### src/hdl/dpu_pkg.sv
`default_nettype none
package dpu_pkg;

    localparam logic [23:0] FULL_SCALE = 24'hFFFFFF;

    localparam int QUO_W   = 32;   // quotient bits per divider
    localparam int NUM_W   = 45;   // signed pixel offset numerator
    localparam int MAG_W   = 44;   // its magnitude
    localparam int DXY_W   = 44;   // image size times focal term
    localparam int ZDIV_W  = 57;   // eye depth divisor
    localparam int XDIV_W  = 60;   // upper dividend bits of the x/y divide

    localparam int FQ_DEPTH = 4;
    localparam int FQ_PTR_W = 2;

    localparam logic [2:0] CFG_NEAR_PLANE  = 3'd0;
    localparam logic [2:0] CFG_FAR_PLANE   = 3'd1;
    localparam logic [2:0] CFG_FOCAL_X     = 3'd2;
    localparam logic [2:0] CFG_FOCAL_Y     = 3'd3;
    localparam logic [2:0] CFG_CENTER_X    = 3'd4;
    localparam logic [2:0] CFG_CENTER_Y    = 3'd5;
    localparam logic [2:0] CFG_MODEL_SCALE = 3'd6;

    typedef struct packed {
        logic [7:0] red;
        logic [7:0] green;
        logic [7:0] blue;
    } t_color;

    typedef struct packed {
        logic [23:0] depth;
        logic [7:0]  col;
        logic [7:0]  row;
        t_color      color;
    } t_pixel;

    typedef struct packed {
        logic [31:0]        near_plane;
        logic [31:0]        far_plane;
        logic [31:0]        focal_x;
        logic [31:0]        focal_y;
        logic signed [31:0] center_x;
        logic signed [31:0] center_y;
        logic [31:0]        model_scale;
    } t_cfg;

    typedef struct packed {
        logic [31:0] x;
        logic [31:0] y;
        logic [31:0] z;
        t_color      color;
    } t_point;

endpackage
`default_nettype wire

### src/hdl/dpu_front.sv
`default_nettype none
module dpu_front (
    input  logic            i_clk,
    input  logic            i_rst_n,
    input  logic            i_push,
    input  dpu_pkg::t_pixel i_pix,
    output logic            o_full,
    output logic            o_vld,
    output dpu_pkg::t_pixel o_pix,
    input  logic            i_take
);
    import dpu_pkg::*;

    t_pixel              r_q [FQ_DEPTH];
    logic [FQ_PTR_W-1:0] r_rp;
    logic [FQ_PTR_W-1:0] r_wp;
    logic [FQ_PTR_W:0]   r_cnt;
    logic                keep;
    logic                wr;
    logic                rd;

    // background pixels are accepted and dropped here
    assign keep   = (i_pix.depth != 24'd0) && (i_pix.depth != FULL_SCALE);
    assign o_full = (r_cnt == (FQ_PTR_W+1)'(FQ_DEPTH));
    assign wr     = i_push && !o_full && keep;
    assign rd     = i_take && o_vld;
    assign o_vld  = (r_cnt != '0);
    assign o_pix  = r_q[r_rp];

    always_ff @(posedge i_clk) begin
        if (!i_rst_n) begin
            r_rp  <= '0;
            r_wp  <= '0;
            r_cnt <= '0;
        end else begin
            if (wr) begin
                r_wp <= r_wp + 1'b1;
            end
            if (rd) begin
                r_rp <= r_rp + 1'b1;
            end
            if (wr && !rd) begin
                r_cnt <= r_cnt + 1'b1;
            end else if (rd && !wr) begin
                r_cnt <= r_cnt - 1'b1;
            end
        end
    end

    always_ff @(posedge i_clk) begin
        if (wr) begin
            r_q[r_wp] <= i_pix;
        end
    end

endmodule
`default_nettype wire

### config.mk
export PLATFORM = sky130hd
export DESIGN_NAME = dpu_front
export DESIGN_NICKNAME = d
export VERILOG_FILES = /design/src/hdl/dpu_pkg.sv /design/src/hdl/dpu_front.sv
export SDC_FILE = /design/constraint.sdc
export NUM_CORES = 1
export LEC_CHECK = 0
export ABC_AREA = 1
export BUFFER_PORTS_ARGS = -buffer_cell sky130_fd_sc_hd__buf_2
export CAP_MARGIN = 25
export CORE_MARGIN = 4
export CORE_UTILIZATION = 25
export CTS_CLUSTER_DIAMETER = 150
export DETAILED_ROUTE_END_ITERATION = 6
export GPL_TIMING_DRIVEN = 0
export SETUP_SLACK_MARGIN = 0.1
export SLEW_MARGIN = 20
export SYNTH_ARGS = -nofsm -noshare
export SYNTH_HDL_FRONTEND = slang
export SYNTH_SLANG_ARGS = --single-unit
### constraint.sdc
create_clock -name i_clk -period 4.1 [get_ports i_clk]
set_input_delay 0.205 -clock i_clk [delete_from_list [all_inputs] [get_ports i_clk]]
set_output_delay 0.205 -clock i_clk [all_outputs]
set_load 0.005 [all_outputs]
After elaboration in Yosys (flattened, before gate mapping)

Memories as Yosys holds them, arrays and structs flattened. A register that Yosys moved wholly into a read port is not among the register bits.
Cells that the tools add are included.

$add $sub $neg: 4
Eq/ne operators: 2
Mux-type cells: 6
Reductions and logical operators: 12

Operators with widths:

| kind                                                               | number |
|---|---|
| 24-bit != test, second input constant                              | 1 |
| 24-bit nonzero test                                                | 1 |
| 1-bit logical AND                                                  | 6 |
| 3-bit two-way mux                                                  | 2 |
| 2-bit by 1-bit adder with 2-bit output, second input constant      | 2 |
| 2-bit two-way mux                                                  | 2 |
| 3-bit by 1-bit adder with 3-bit output, second input constant      | 1 |
| 3-bit == test, second input constant                               | 1 |
| 1-bit zero test                                                    | 3 |
| 3-bit nonzero test                                                 | 1 |
| 3-bit by 1-bit subtractor with 3-bit output, second input constant | 1 |
| 1-bit two-way mux                                                  | 2 |
| 2-bit nonzero test                                                 | 1 |

Register bits: 7
RAM bits: 256
Input port bits: 68
Output and inout bits: 66
Logic and storage cells: 28
Memories: 1

Memories:

| name | depth | bits a word | rd ports | clocked after memory_dff | write ports | RTL line        | RTL |
|---|---|---|---|---|---|---|---|
| r_q  | 4     | 64          | 1        | 1                        | 1           | dpu_front.sv:14 | `t_pixel r_q [FQ_DEPTH];` |

Depth between registers and ports, before layout

Word-level depth: 8
Gate-level depth with buffers: 15

Worst setup path before layout

Ideal clock, no wire load.

Path type: flip-flop to flip-flop
Start: register r_cnt[0]
End: memory r_q[0][0] (netlist bit) (enable)
Arrival time: 3.462 ns
Required time: 3.613 ns
Setup slack: 0.151 ns
Cell stages (with the launch flop): 5
Path buffers: 0
Period minus slack after synthesis: 3.949 ns
Cells stage by stage: dfxtp_1 nor3_1 nor2_1 nand3_2 nor2_1

Longest elaborated chain between the ends: 6

RTL lines:

| element                                 | RTL line        | RTL |
|---|---|---|
| start, declared                         | dpu_front.sv:17 | `logic [FQ_PTR_W:0] r_cnt;` |
| start signal, assigned                  | dpu_front.sv:43 | `r_cnt <= r_cnt + 1'b1;` |
| start signal, assigned                  | dpu_front.sv:45 | `r_cnt <= r_cnt - 1'b1;` |
| 3-bit == test                           | dpu_front.sv:24 | `assign o_full = (r_cnt == (FQ_PTR_W+1)'(FQ_DEPTH));` |
| named net o_full                        | dpu_front.sv:7  | `output logic o_full,` |
| 1-bit zero test                         | dpu_front.sv:25 | `assign wr = i_push && !o_full && keep;` |
| 1-bit logical AND (2 in series)         | dpu_front.sv:25 |  |
| 1-bit two-way mux                       | dpu_front.sv:51 | `if (wr) begin` |
| 1-bit two-way mux (not written as such) | dpu_front.sv:52 | `r_q[r_wp] <= i_pix;` |
| end, declared                           | dpu_front.sv:14 |  |

The timed path passes the listed nets, and every way through them passes these cells.

==> results_dict.tcl <==
set metrics [dict create \
    grt_max_degree 23 \
    wl_met2_um 12790 \
    drv_cap 0 \
    postRouteAntennaNets 0 \
    routed_wl_um 26710 \
    min_period_ns 2.653 \
    die_h_um 209.4 \
    path_buf_inv 3 \
    cellLeakagePower_uw 0.004690 \
    p_total_uw 7918 \
    endpoint_kind "output pin" \
    drt_iter0_drc 443 \
    fillCellCount 3871 \
    avgRoutedWirePerCell_um 17.64 \
    syn_to_final_growth_pct 31.88 \
    grt_pass1_vias 6849 \
    clock_path_buffers 3 \
    slowest_stage "o22ai_1" \
    clock_sinks 265 \
    floorplan.initialDensity_pct 25.41 \
    antenna_found_initial 0 \
    tns_ns 0 \
    drive_above_1_share_pct 22.35 \
    min-delay-path-class "input pin to flip-flop" \
    insertion_delay_ns 0.55 \
    fin_crit_sh_pct 64.71 \
    hold_viol_final 0 \
    antenna_cells 0 \
    setup_viol 0 \
    vias 6708 \
    ios 134 \
    synthCells 725 \
    drc 0 \
    critPathMaxFanout 10 \
    ys_seq_area_share_pct 77.57 \
    netlist_area_um2 10140 \
    cts_resized 0 \
    chipWidth_um 209.4 \
    synth.net_count 799 \
    via_per_inst 4.431 \
    avgSynthCellArea_um2 13.99 \
    synth_cell_types 23 \
    cts_root_buffer "clkbuf_16" \
    powerDensity_nw_per_um2 592.0 \
    fp.coreArea_um2 39910 \
    clkTransAtPathRegs_ns 0.06 \
    portBuffers 133 \
    cts_hold_buf 65 \
    rsz0062_at_grt "false" \
    finClkSkew_ns 0.009256 \
    final_nets 1041 \
    track_usage_pct 11.72 \
    dieArea_um2 43850 \
    gp_congestion 0.7449 \
    ys_ff_latch 265 \
    grt_overflow 0 \
    status "finished clean" \
    h-tree-depth 1 \
    peakVddDrop_mv 0.3128 \
    drt-pass1-iter-count 4 \
    max_freq_mhz 376.9 \
    dr_wl_met3_um 1384 \
    rows 73 \
    max_stage_delay_ns 0.44 \
    path_cells "clkinv_1, clkbuf_1, o21ai_0, o22ai_1, buf_2" \
    post-route-util_pct 33.51 \
    drv_slew 0 \
    cpLargestDelayFamily "buffers and inverters" \
    relSlewSlack_pct 60.02 \
    numCtsBuffers 30 \
    worstPathRequired_ns 3.89 \
    worstMarginPinSlew_ns 0.5960 \
    grt_pass1_wl_um 40360 \
    tritoncts "built" \
    reg2reg_slack_ns 1.81 \
    ys_warn_count 0 \
    dp_hpwl_um 17300 \
    path_class "flip-flop to output pin" \
    critPathLaunchType "flip-flop" \
    post_cts_buffers 0 \
    wl_met1_um 11770 \
    critical_path_arrival_ns 2.45 \
    highest_layer "met4" \
]
-- state kept, by name, summed over array words and instances, names as in the netlist, named ones only --
signal and cells:
r_q 256, r_cnt 3, r_rp 2, r_wp 2
-- Yosys cell counts --
library cell  count  area share [%]
a21oi_1           6            0.30
and2_1            1           0.062
buf_2             7            0.35
buf_4             3            0.22
buf_6            14             1.6
clkbuf_1         14            0.52
clkbuf_2          3            0.15
clkinv_1          1           0.037
dfxtp_1           9             1.8
edfxtp_1        256              76
fa_1              1            0.20
ha_1              5            0.62
inv_1            17            0.63
inv_4             1           0.062
nand2_1          24            0.89
nand3_1           2           0.099
nand3_2           1           0.099
nand4_1           4            0.25
nor2_1          158             5.8
nor3_1            1           0.049
o21ai_0          77             3.8
o21ai_1          56             2.8
o22ai_1          64             3.9
-- worst min-delay path, stage by stage --
cell,delay [ns]
buf_2,0.07
and2_1,0.24
a21oi_1,0.11
-- metrics by stage --
stage | setup WS, ns | std cells | hold slack (ns) | area (µm²)
floorplan | 0.1510 | 725 | 0.3039 | 10140
CTS | 1.401 | 1514 | 0.08629 | 13380
finish | 1.447 | 1514 | 0.1216 | 13380
detailed placement | 1.754 | 1395 | 0.4223 | 11750
global placement | -2.621 | 1383 | 0.4193 | 11460
global route | 1.373 | 1514 | 0.1237 | 13380
-- logic make-up (layout without fill, tap and decap cells) --
kind of cell    Yosys count  after routing  share of synthesized area (%)
compound gates          203            203                          10.81
fa+ha+maj                 6              6                         0.8142
buf+inv                  60            324                          3.516
flops                   265            265                          77.57
simple gates            191            191                          7.291
-- routing by layer --
layer / GRT usage (%) / up-vias
met2: 19.54 / 184
met5: 0 / -
met3: 2.108 / 42
met4: 3.983 / 0
li1: - / 3181
met1: 15.48 / 3301
-- final cells by class --
| type | instances | area (µm²) | area share, % |
|---|---|---|---|
| Sequential cell | 265 | 7868 | 58.82 |
| Multi-Input combinational cell | 400 | 1948 | 14.57 |
| Timing Repair Buffer | 210 | 1574 | 11.77 |
| Clock buffer | 37 | 798.3 | 5.968 |
| Tap cell | 525 | 656.9 | 4.911 |
| Buffer | 41 | 282.8 | 2.114 |
| Clock inverter | 17 | 173.9 | 1.300 |
| Inverter | 19 | 73.82 | 0.5519 |
-- where the power goes --
part           internal [µW]  total (µW)  leakage, µW  switching [µW]
Combinational            735        1930      0.00181            1200
Sequential              3290        3360      0.00242            69.5
Clock                   1570        2630     0.000462            1060
-- final timing paths --
path | from | end | depth (start not counted)
worst max-delay path | flip-flop | o_pix[63] | 5
worst min-delay path | i_take | r_rp[0] | 3
worst max register to register | r_cnt[0] | r_q[0][21] | 6
worst min register to register | r_rp[1] | flip-flop | 2
-- cells in the final DEF, fill, tap and decap left out --
cell           count
dfxtp_1            9
clkbuf_1          20
buf_12             8
nand2_1           24
ha_1               5
o21ai_0           77
fa_1               1
inv_1             17
buf_2            140
dlygate4sd3_1     65
o22ai_1           64
nand3_2            1
nor2_1           154
inv_4              1
nor3_1             1
clkbuf_2           3
a21oi_1            6
clkinv_2           3
clkinvlp_4         4
buf_4              3
edfxtp_1         256
inv_8              1
buf_6             14
buf_8              1
o21ai_1           56
buf_16             3
and2_1             1
nand4_1            4
clkbuf_16         31
nor2_4             4
clkinv_1           6
nand3_1            2
bufinv_16          3
clkinv_4           1
(Power assumes the default switching activity.)
